**src/rtl/cfdp_pkg.sv**
```systemverilog
// Package: shared types and constants for the CFDP PDU header parser.
package cfdp_pkg;

   // Bytes in the fixed part of the header
   localparam logic [4:0] FIXED_BYTES = 5'd4;
   // Smallest header: fixed part, two 1-byte entities and a 1-byte sequence number
   localparam logic [4:0] MIN_HEADER_BYTES = 5'd7;

   // Result status codes
   localparam logic STATUS_DECODED   = 1'b0;
   localparam logic STATUS_TRUNCATED = 1'b1;

   // One input beat
   typedef struct packed {
      logic [7:0] data_byte;
      logic       last_byte;
   } beat_type;

   // One decoded result
   typedef struct packed {
      logic        parse_status;
      logic [2:0]  version;
      logic [4:0]  flag_bits;
      logic [15:0] data_field_length;
      logic        segmentation_control;
      logic [2:0]  entity_length_code;
      logic        segment_metadata_flag;
      logic [2:0]  sequence_length_code;
      logic [63:0] source_entity;
      logic [63:0] transaction_number;
      logic [63:0] dest_entity;
      logic [4:0]  header_length;
   } hdr_result_type;

   // Header length in bytes from the two length codes: 4 + 2*(e+1) + (s+1)
   function automatic logic [4:0] header_bytes(input logic [2:0] ecode,
                                               input logic [2:0] scode);
      header_bytes = MIN_HEADER_BYTES + {1'b0, ecode, 1'b0} + {2'b00, scode};
   endfunction

endpackage

```
**src/rtl/cfdp_hdr_decode.sv**
```systemverilog
// Header decode state: byte position, field accumulators and skip flag.
module cfdp_hdr_decode (
   input  logic                    clock,
   input  logic                    reset,
   input  logic                    step,
   input  cfdp_pkg::beat_type      beat,
   output logic                    produce,
   output cfdp_pkg::hdr_result_type result
);
   import cfdp_pkg::*;

   logic [4:0]  pos_ff,   pos_in;
   logic        skip_ff,  skip_in;
   logic [31:0] fixed_ff, fixed_in;
   logic [63:0] src_ff,   src_in;
   logic [63:0] seq_ff,   seq_in;
   logic [63:0] dst_ff,   dst_in;

   logic [31:0] fixed_nxt;
   logic [63:0] src_nxt, seq_nxt, dst_nxt;
   logic [4:0]  src_end, seq_end, pos_inc, hlen;
   logic        done, trunc;

   always_comb begin
      // Field boundaries from the length codes already held
      src_end = FIXED_BYTES + {2'b00, fixed_ff[6:4]} + 5'd1;
      seq_end = src_end + {2'b00, fixed_ff[2:0]} + 5'd1;

      fixed_nxt = fixed_ff;
      src_nxt   = src_ff;
      seq_nxt   = seq_ff;
      dst_nxt   = dst_ff;
      if (pos_ff < FIXED_BYTES) begin
         fixed_nxt = {fixed_ff[23:0], beat.data_byte};
      end else if (pos_ff < src_end) begin
         src_nxt = {src_ff[55:0], beat.data_byte};
      end else if (pos_ff < seq_end) begin
         seq_nxt = {seq_ff[55:0], beat.data_byte};
      end else begin
         dst_nxt = {dst_ff[55:0], beat.data_byte};
      end

      pos_inc = pos_ff + 5'd1;
      hlen    = header_bytes(fixed_nxt[6:4], fixed_nxt[2:0]);
      done    = !skip_ff && (pos_inc > FIXED_BYTES) && (pos_inc == hlen);
      trunc   = !skip_ff && !done && beat.last_byte;
      produce = done || trunc;

      result = '0;
      if (trunc) begin
         result.parse_status = STATUS_TRUNCATED;
      end else begin
         result.parse_status          = STATUS_DECODED;
         result.version               = fixed_nxt[31:29];
         result.flag_bits             = fixed_nxt[28:24];
         result.data_field_length     = fixed_nxt[23:8];
         result.segmentation_control  = fixed_nxt[7];
         result.entity_length_code    = fixed_nxt[6:4];
         result.segment_metadata_flag = fixed_nxt[3];
         result.sequence_length_code  = fixed_nxt[2:0];
         result.source_entity         = src_nxt;
         result.transaction_number    = seq_nxt;
         result.dest_entity           = dst_nxt;
         result.header_length         = hlen;
      end

      // Next state
      pos_in   = pos_inc;
      skip_in  = skip_ff;
      fixed_in = fixed_nxt;
      src_in   = src_nxt;
      seq_in   = seq_nxt;
      dst_in   = dst_nxt;
      if (skip_ff || done || trunc) begin
         pos_in   = '0;
         fixed_in = '0;
         src_in   = '0;
         seq_in   = '0;
         dst_in   = '0;
      end
      if (skip_ff) begin
         skip_in = !beat.last_byte;
         if (!beat.last_byte) begin
            pos_in   = pos_ff;
            fixed_in = fixed_ff;
            src_in   = src_ff;
            seq_in   = seq_ff;
            dst_in   = dst_ff;
         end
      end else if (done) begin
         skip_in = !beat.last_byte;
      end
   end

   always_ff @(posedge clock) begin
      if (reset) begin
         pos_ff   <= '0;
         skip_ff  <= 1'b0;
         fixed_ff <= '0;
         src_ff   <= '0;
         seq_ff   <= '0;
         dst_ff   <= '0;
      end else if (step) begin
         pos_ff   <= pos_in;
         skip_ff  <= skip_in;
         fixed_ff <= fixed_in;
         src_ff   <= src_in;
         seq_ff   <= seq_in;
         dst_ff   <= dst_in;
      end
   end

endmodule

```
**src/rtl/cfdp_pdu_header_parser.sv**
```systemverilog
// Top level of the CFDP PDU header parser: input register, decode, result register.
//
//   channel | direction | handshake         | beat contents
//   --------+-----------+-------------------+-------------------------------------
//   req_    | in        | req_valid/stall   | one PDU byte and its last-byte flag
//   rsp_    | out       | rsp_valid/stall   | decoded header or truncation status
//
// One byte a cycle sustained while no stalled result holds it up; a beat waits in the
// input register and is decoded as it moves into the result register, so a result is
// shown after the byte completing the header (or the early last byte) passes both.
// Synchronous active-high reset clears the position count, skip flag, accumulators
// and both valid flags.
// A stalled result only holds up bytes that would make a new result; other bytes
// keep flowing through the decode state.
module cfdp_pdu_header_parser (
   input  logic        clock,
   input  logic        reset,
   input  logic        req_valid,
   output logic        req_stall,
   input  logic [7:0]  req_data_byte,
   input  logic        req_last_byte,
   output logic        rsp_valid,
   input  logic        rsp_stall,
   output logic        rsp_parse_status,
   output logic [2:0]  rsp_version,
   output logic [4:0]  rsp_flag_bits,
   output logic [15:0] rsp_data_field_length,
   output logic        rsp_segmentation_control,
   output logic [2:0]  rsp_entity_length_code,
   output logic        rsp_segment_metadata_flag,
   output logic [2:0]  rsp_sequence_length_code,
   output logic [63:0] rsp_source_entity,
   output logic [63:0] rsp_transaction_number,
   output logic [63:0] rsp_dest_entity,
   output logic [4:0]  rsp_header_length
);
   import cfdp_pkg::*;

   // Input register
   logic           in_valid_ff;
   beat_type       in_beat_ff;

   // Result register
   logic           out_valid_ff, out_valid_in;
   hdr_result_type out_result_ff;

   logic           out_free;
   logic           fire;
   logic           produce;
   hdr_result_type result;

   cfdp_hdr_decode u_decode (
      .clock   (clock),
      .reset   (reset),
      .step    (fire),
      .beat    (in_beat_ff),
      .produce (produce),
      .result  (result)
   );

   // The result register can take a beat when empty or being drained this cycle
   assign out_free  = !out_valid_ff || !rsp_stall;
   // Advance the held byte unless it makes a result that has nowhere to go
   assign fire      = in_valid_ff && (out_free || !produce);
   assign req_stall = in_valid_ff && !fire;

   always_ff @(posedge clock) begin
      if (reset) begin
         in_valid_ff <= 1'b0;
      end else if (!req_stall) begin
         in_valid_ff <= req_valid;
      end
   end

   always_ff @(posedge clock) begin
      if (req_valid && !req_stall) begin
         in_beat_ff.data_byte <= req_data_byte;
         in_beat_ff.last_byte <= req_last_byte;
      end
   end

   always_comb begin
      out_valid_in = out_valid_ff;
      if (out_free) begin
         out_valid_in = fire && produce;
      end
   end

   always_ff @(posedge clock) begin
      if (reset) begin
         out_valid_ff <= 1'b0;
      end else begin
         out_valid_ff <= out_valid_in;
      end
   end

   // Load the payload only when a new result is taken in
   always_ff @(posedge clock) begin
      if (fire && produce) begin
         out_result_ff <= result;
      end
   end

   assign rsp_valid                 = out_valid_ff;
   assign rsp_parse_status          = out_result_ff.parse_status;
   assign rsp_version               = out_result_ff.version;
   assign rsp_flag_bits             = out_result_ff.flag_bits;
   assign rsp_data_field_length     = out_result_ff.data_field_length;
   assign rsp_segmentation_control  = out_result_ff.segmentation_control;
   assign rsp_entity_length_code    = out_result_ff.entity_length_code;
   assign rsp_segment_metadata_flag = out_result_ff.segment_metadata_flag;
   assign rsp_sequence_length_code  = out_result_ff.sequence_length_code;
   assign rsp_source_entity         = out_result_ff.source_entity;
   assign rsp_transaction_number    = out_result_ff.transaction_number;
   assign rsp_dest_entity           = out_result_ff.dest_entity;
   assign rsp_header_length         = out_result_ff.header_length;

endmodule

```
**config.mk**
```make
export PLATFORM = sky130hd
export DESIGN_NAME = cfdp_pdu_header_parser
export DESIGN_NICKNAME = d
export VERILOG_FILES = /design/src/rtl/cfdp_pkg.sv /design/src/rtl/cfdp_hdr_decode.sv /design/src/rtl/cfdp_pdu_header_parser.sv
export SDC_FILE = /design/constraint.sdc
export NUM_CORES = 1
export LEC_CHECK = 0
export BUFFER_PORTS_ARGS = -buffer_cell sky130_fd_sc_hd__buf_2
export CAP_MARGIN = 20
export CORE_MARGIN = 10
export CORE_UTILIZATION = 50
export CTS_BUF_LIST = sky130_fd_sc_hd__clkbuf_16
export CTS_CLUSTER_SIZE = 10
export DETAILED_ROUTE_END_ITERATION = 7
export GPL_TIMING_DRIVEN = 0
export PLACE_DENSITY = 0.71
export SYNTH_ARGS = -nofsm -noshare
export SYNTH_HDL_FRONTEND = slang
export SYNTH_SLANG_ARGS = --single-unit
```
**constraint.sdc**
```tcl
create_clock -name clock -period 32 [get_ports clock]
set_clock_uncertainty 0.1 [all_clocks]
set_input_delay 1.6 -clock clock [delete_from_list [all_inputs] [get_ports clock]]
set_output_delay 1.6 -clock clock [all_outputs]
set_load 0.05 [all_outputs]
```
# Word level (Yosys, flattened, before mapping)
# Cells that the tools add are included.
dict set report classes {
  add_sub_neg 7
  mul 0
  div 0
  order_cmp 4
  n_eq_ne 2
  shift 0
  n_mux 27
  bitwise_logic 0
  n_reduce_logical 22
}
# operator count
set op_table {}
lappend op_table {{$mux 64} 17}
lappend op_table {{$mux 32} 4}
lappend op_table {{$add 5x1->5 const B} 3}
lappend op_table {{$mux 5} 3}
lappend op_table {{$add 5x3->5} 2}
lappend op_table {{$lt 5x5->1} 2}
lappend op_table {{$logic_and 1x1->1} 8}
lappend op_table {{$logic_not 1->1} 8}
lappend op_table {{$add 3x4->5 const A} 1}
lappend op_table {{$eq 5x5->1} 1}
lappend op_table {{$gt 5x3->1 const B} 1}
lappend op_table {{$logic_or 1x1->1} 5}
lappend op_table {{$lt 5x3->1 const B} 1}
lappend op_table {{$add 3x3->4 const A} 1}
lappend op_table {{$mux 1} 3}
lappend op_table {{$ne 2x2->1 const B} 1}
lappend op_table {{$reduce_and 2->1} 1}
dict set report totals {
  register_bits 471
  latch_bits 0
  ram_bits 0
  mem_bits_ro 0
  n_memories 0
}

# Logic depth before layout (Yosys ltp)
dict set report depth {
  ltp_word 17
  depth_mapped 18
  mapped_depth_nobuf 14
}

# By module
# A second synthesis with hierarchy kept.
dict set report hier_totals {
  cells_unflattened 1616
  hier_area_um2 17988.5
}
# module n_inst cells_per_inst area_per_inst_um2 seq_area_each_um2
set modules_own_cells {}
lappend modules_own_cells {cfdp_hdr_decode 1 1364 10719.0 4604.4}
lappend modules_own_cells {cfdp_pdu_header_parser 1 252 7269.5 7216.9}

# Least setup slack after synthesis
# OpenSTA, ideal clock, no wires.
dict set report synth_path {
  path_type {register -> register}
  from {register u_decode.pos_ff[2]}
  to {register out_result_ff (netlist bit rsp_data_field_length[0]), enable pin}
  arrival_time_ns 14.344
  required_time_ns 31.004
  path_slack_ns 16.660
  stages_incl_launch_ff 15
  n_path_buf 2
  cell_sequence {dfxtp_1 > buf_4 > nor3_4 > clkbuf_1 > mux2i_1 > ha_1 > inv_1 > fa_1 > xnor2_1 > xnor2_1 > nor3_1 > o21ai_2 > nor2_1 > o21ai_0 > a21oi_1}
}
dict set report synth_between {
  elab_chain_len 14
  word_cells_on_any_way 17
}
# item line_no
set synth_rtl {}
lappend synth_rtl {{start, declared} cfdp_hdr_decode.sv:12} ;# logic [4:0] pos_ff, pos_in;
lappend synth_rtl {{start signal, assigned} cfdp_hdr_decode.sv:104} ;# pos_ff <= pos_in;
lappend synth_rtl {{$lt 5x3->1 (*)} cfdp_hdr_decode.sv:33} ;# if (pos_ff < FIXED_BYTES) begin
lappend synth_rtl {{$mux 32 (*)} cfdp_hdr_decode.sv:33}
lappend synth_rtl {{$add 3x4->5} cfdp_pkg.sv:38} ;# header_bytes = MIN_HEADER_BYTES + {1'b0, ecode, 1'b0} + {2'b00, scode};
lappend synth_rtl {{$add 5x3->5 (*)} cfdp_pkg.sv:38}
lappend synth_rtl {{net u_decode.hlen[2]} cfdp_hdr_decode.sv:21} ;# logic [4:0] src_end, seq_end, pos_inc, hlen;
lappend synth_rtl {{$eq 5x5->1 (*)} cfdp_hdr_decode.sv:45} ;# done = !skip_ff && (pos_inc > FIXED_BYTES) && (pos_inc == hlen);
lappend synth_rtl {{$logic_and 1x1->1 (*)} cfdp_hdr_decode.sv:45}
lappend synth_rtl {{$logic_not 1->1} cfdp_hdr_decode.sv:46} ;# trunc = !skip_ff && !done && beat.last_byte;
lappend synth_rtl {{$logic_and 1x1->1 (2 in series)} cfdp_hdr_decode.sv:46}
lappend synth_rtl {{$logic_or 1x1->1 (*)} cfdp_hdr_decode.sv:47} ;# produce = done || trunc;
lappend synth_rtl {{$logic_not 1->1} cfdp_pdu_header_parser.sv:64} ;# assign fire = in_valid_ff && (out_free || !produce);
lappend synth_rtl {{$logic_or 1x1->1} cfdp_pdu_header_parser.sv:64}
lappend synth_rtl {{$logic_and 1x1->1} cfdp_pdu_header_parser.sv:64}
lappend synth_rtl {{$logic_and 1x1->1 (*)} cfdp_pdu_header_parser.sv:99} ;# if (fire && produce) begin
lappend synth_rtl {{end signal, assigned} cfdp_pdu_header_parser.sv:100} ;# out_result_ff <= result;
lappend synth_rtl {{end, declared} cfdp_pdu_header_parser.sv:45} ;# hdr_result_type out_result_ff;
# Mark *: on every way through the listed nets, which the timed path passes. The rest lies on a longest branch.
# A chain may end at the register's enable or synchronous reset.

# Worst setup path in the final report
dict set report layout_path {
  from {register u_decode.pos_ff[2]}
  to {output req_stall}
}
dict set report layout_between {
  elab_chain_len 15
  word_cells_on_any_way 18
}
# item line_no
set layout_rtl {}
lappend layout_rtl {{$lt 5x3->1 (*)} cfdp_hdr_decode.sv:33}
lappend layout_rtl {{$mux 32 (*)} cfdp_hdr_decode.sv:33}
lappend layout_rtl {{$add 3x4->5} cfdp_pkg.sv:38}
lappend layout_rtl {{$add 5x3->5 (*)} cfdp_pkg.sv:38}
lappend layout_rtl {{net u_decode.hlen[2]} cfdp_hdr_decode.sv:21}
lappend layout_rtl {{$eq 5x5->1 (*)} cfdp_hdr_decode.sv:45}
lappend layout_rtl {{$logic_and 1x1->1 (*)} cfdp_hdr_decode.sv:45}
lappend layout_rtl {{$logic_not 1->1} cfdp_hdr_decode.sv:46}
lappend layout_rtl {{$logic_and 1x1->1 (2 in series)} cfdp_hdr_decode.sv:46}
lappend layout_rtl {{$logic_or 1x1->1 (*)} cfdp_hdr_decode.sv:47}
lappend layout_rtl {{$logic_not 1->1 (*)} cfdp_pdu_header_parser.sv:64}
lappend layout_rtl {{$logic_or 1x1->1 (*)} cfdp_pdu_header_parser.sv:64}
lappend layout_rtl {{$logic_and 1x1->1 (*)} cfdp_pdu_header_parser.sv:64}
lappend layout_rtl {{$logic_not 1->1 (*)} cfdp_pdu_header_parser.sv:65} ;# assign req_stall = in_valid_ff && !fire;
lappend layout_rtl {{$logic_and 1x1->1 (*)} cfdp_pdu_header_parser.sv:65}
lappend layout_rtl {{end, declared} cfdp_pdu_header_parser.sv:19} ;# output logic req_stall,
# Marked as above.

==> results_dict.tcl <==
set metrics [dict create \
    wl_mm 52.1 \
    post_dp_cell_area_sq_um 20600 \
    peakVddDrop_mv 0.0454 \
    synthTopCellsByArea "edfxtp_1 39%, dfxtp_1 25%, nand2_1 12%" \
    die-area_sq_um 45400 \
    die_x_um 213 \
    initial_core_util 0.508 \
    postSynthAreaPerCell_sq_um 10.3 \
    tns_ns 0 \
    cts_root_buf "clkbuf_16" \
    dpl.hpwl_mm 37.5 \
    netlist_area_sq_um 18600 \
    ys_seq_area_frac 0.634 \
    grt_pass1_vias 14039 \
    worstSetupPathType "flip-flop to output pin" \
    htreeDepth 2 \
    ctsHoldBuffers 0 \
    track_usage 0.223 \
    status "completed" \
    yosysWarnings 0 \
    vias_per_cell 5.71 \
    startpoint_type "flip-flop" \
    grt_pass1_wl_mm 79.7 \
    hold_class "flip-flop to flip-flop" \
    clkSinkCount 471 \
    grt-ovfl-total 0 \
    first_pass_iters 5 \
    drive_gt1_frac 0.181 \
    route.detailed.drc 0 \
    synth-seq-cells 471 \
    place_inst 2530 \
    fin_nets 2150 \
    final.min_clock_period_ns 6.99 \
    setup_violations 0 \
    grt_setup_unrepaired "no" \
    hp-start "u_decode.dst_ff[58]" \
    synth_top_cell_area_share 0.385 \
    maxSlewHeadroom 0.420 \
    end_kind "output pin" \
    rr_endpoint "rsp_dest_entity[40]" \
    power_leakage_uw 0.00781 \
    cp.arrival_ns 5.29 \
    max_freq_ghz 0.143 \
    final_common_cell "nand2_1" \
    cts_resized 0 \
    r2r_start "u_decode.pos_ff[2]" \
    maxCapViolations 0 \
    whs_endpoint "u_decode.dst_ff[58]" \
    clk-insertion-delay-late_ns 0.60 \
    gp_congestion 0.920 \
    holdPathStages 2 \
    synth_top_cell_by_area "edfxtp_1" \
    portBuffers 243 \
    vias 14988 \
    rows 70 \
    layout_common_cells "574 x nand2_1, 305 x buf_2, 239 x edfxtp_1" \
    synth_cell_types 53 \
    grt_start_max_net_pins 34 \
    ios 245 \
    regToRegSetupSlack_ns 26.08 \
    synth_cells 1811 \
    ff2ff_path_depth 17 \
    cts.clk_slew.worst_paths_ns 0.06 \
    slew_viol_final 0 \
    worstMarginPinSlew_ns 0.868 \
    die_h_um 213 \
    cts_setup_buffers 0 \
    wl_per_cell_um 19.9 \
    core-area_sq_um 36700 \
    fin_cells 2625 \
    antenna_left 0 \
    initialDrtViolationCount 1335 \
    period_share 0.218 \
    hold_violations 0 \
    cts_buffers 53 \
    antenna_found_initial 0 \
    powerDensity_nw_per_um2 56.7 \
    cts_tree "yes" \
    cp_max_fo 10 \
    cp.required_ns 30.30 \
    fin_area_sq_um 22200 \
    synthToLayoutAreaGrowth_pct 18.9 \
    nFillCells 3079 \
    cts_buffer_depth 3 \
    syn-num-nets 1844 \
]
## synthesized netlist by cell type (all sizes together)
library cell,count
a2111oi,1
a21bo,1
a21boi,2
a21o,2
a21oi,231
a22o,82
a31oi,2
a32o,3
and2,3
and3b,1
and4,1
buf,70
clkbuf,77
dfxtp,232
edfxtp,239
fa,2
ha,18
inv,31
maj3,1
mux2,1
mux2i,6
nand2,575
nand2b,8
nand3,7
nand4,4
nand4b,1
nor2,23
nor2b,7
nor3,4
nor4,2
o2111a,1
o211ai,3
o21a,2
o21ai,8
o21bai,1
o22ai,112
o31ai,1
o32ai,30
or2,3
or3,1
or4b,1
xnor2,6
xor2,5
## report_power, final
part           internal (uW)  total [uW]  switching, uW
Sequential               641         645           4.54
Combinational           15.5        75.1           59.6
Clock                    305         535            230
Total                    962        1260            294
## stage by stage
stage | worst slack (ns) | hold slack (ns) | util | total power [uW]
2_1_floorplan | 16.66 | 0.349 | - | 714
4_1_cts | 25.07 | 0.374 | 0.604 | 1270
5_1_grt | 24.83 | 0.398 | 0.604 | 1290
3_3_place_gp | 12.02 | 0.361 | 0.557 | 736
6_report | 25.01 | 0.379 | 0.604 | 1260
3_5_place_dp | 25.74 | 0.366 | 0.562 | 733
## how the worst max path moves through the flow
stage	start	to	cells past startpoint
final	u_decode.pos_ff[2]	req_stall	15
after global routing	u_decode.pos_ff[2]	req_stall	15
after CTS	u_decode.pos_ff[2]	req_stall	15
after detailed placement	u_decode.pos_ff[2]	req_stall	15
after global placement	u_decode.pos_ff[2]	rsp_source_entity[25]	14
after floorplan	u_decode.pos_ff[2]	rsp_data_field_length[0]	14
## critical path: stages (launching register included)
cell and delay (ns):
dfxtp_1 0.34, buf_4 0.18, nor3_4 0.44, clkbuf_1 0.46
mux2i_1 0.37, ha_1 0.29, inv_1 0.09, fa_1 0.47
xnor2_1 0.22, xnor2_1 0.12, nor3_1 0.24, o21ai_2 0.14
nor2_1 0.42, o21ai_0 0.38, nor2_1 0.23, buf_2 0.29
## area by class of cell
class	instances	area, sq um	area share
sequential	471	11800	0.533
multi-input combinational	1162	6050	0.273
timing repair buffer	251	1400	0.0631
clock buffer	55	1380	0.0621
buffer	147	659	0.0298
tap	468	586	0.0264
clock inverter	39	154	0.00694
inverter	31	116	0.00525
antenna	1	2.50	0.000113
## sequential cells by signal, indices dropped and copies added, names as in the netlist, 16 cells and up
register                count
rsp_dest_entity            64
rsp_source_entity          64
rsp_transaction_number     64
u_decode.dst_ff            64
u_decode.seq_ff            64
u_decode.src_ff            64
u_decode.fixed_ff          32
rsp_data_field_length      16
## routing by layer
layer | up-vias | share of wire | track usage
met4 | 0 | 0.028 | 0.0807
met3 | 98 | 0.080 | 0.0424
met2 | 644 | 0.45 | 0.338
li1 | 7049 | - | -
met1 | 7197 | 0.44 | 0.314
met5 | - | 0 | 0
## logic make-up (layout without fill, tap and decap cells)
kind of cell    after synthesis  after routing  synth area share
compound gates              482            482             0.163
other cells                   0              1                 0
mux                           7              7           0.00403
simple gates                641            641             0.137
fa+ha+maj                    21             21            0.0148
flops                       471            471             0.634
buf+inv                     178            523            0.0416
xor+xnor                     11             11           0.00517
No activity file was read; power rests on OpenSTA's default activity.
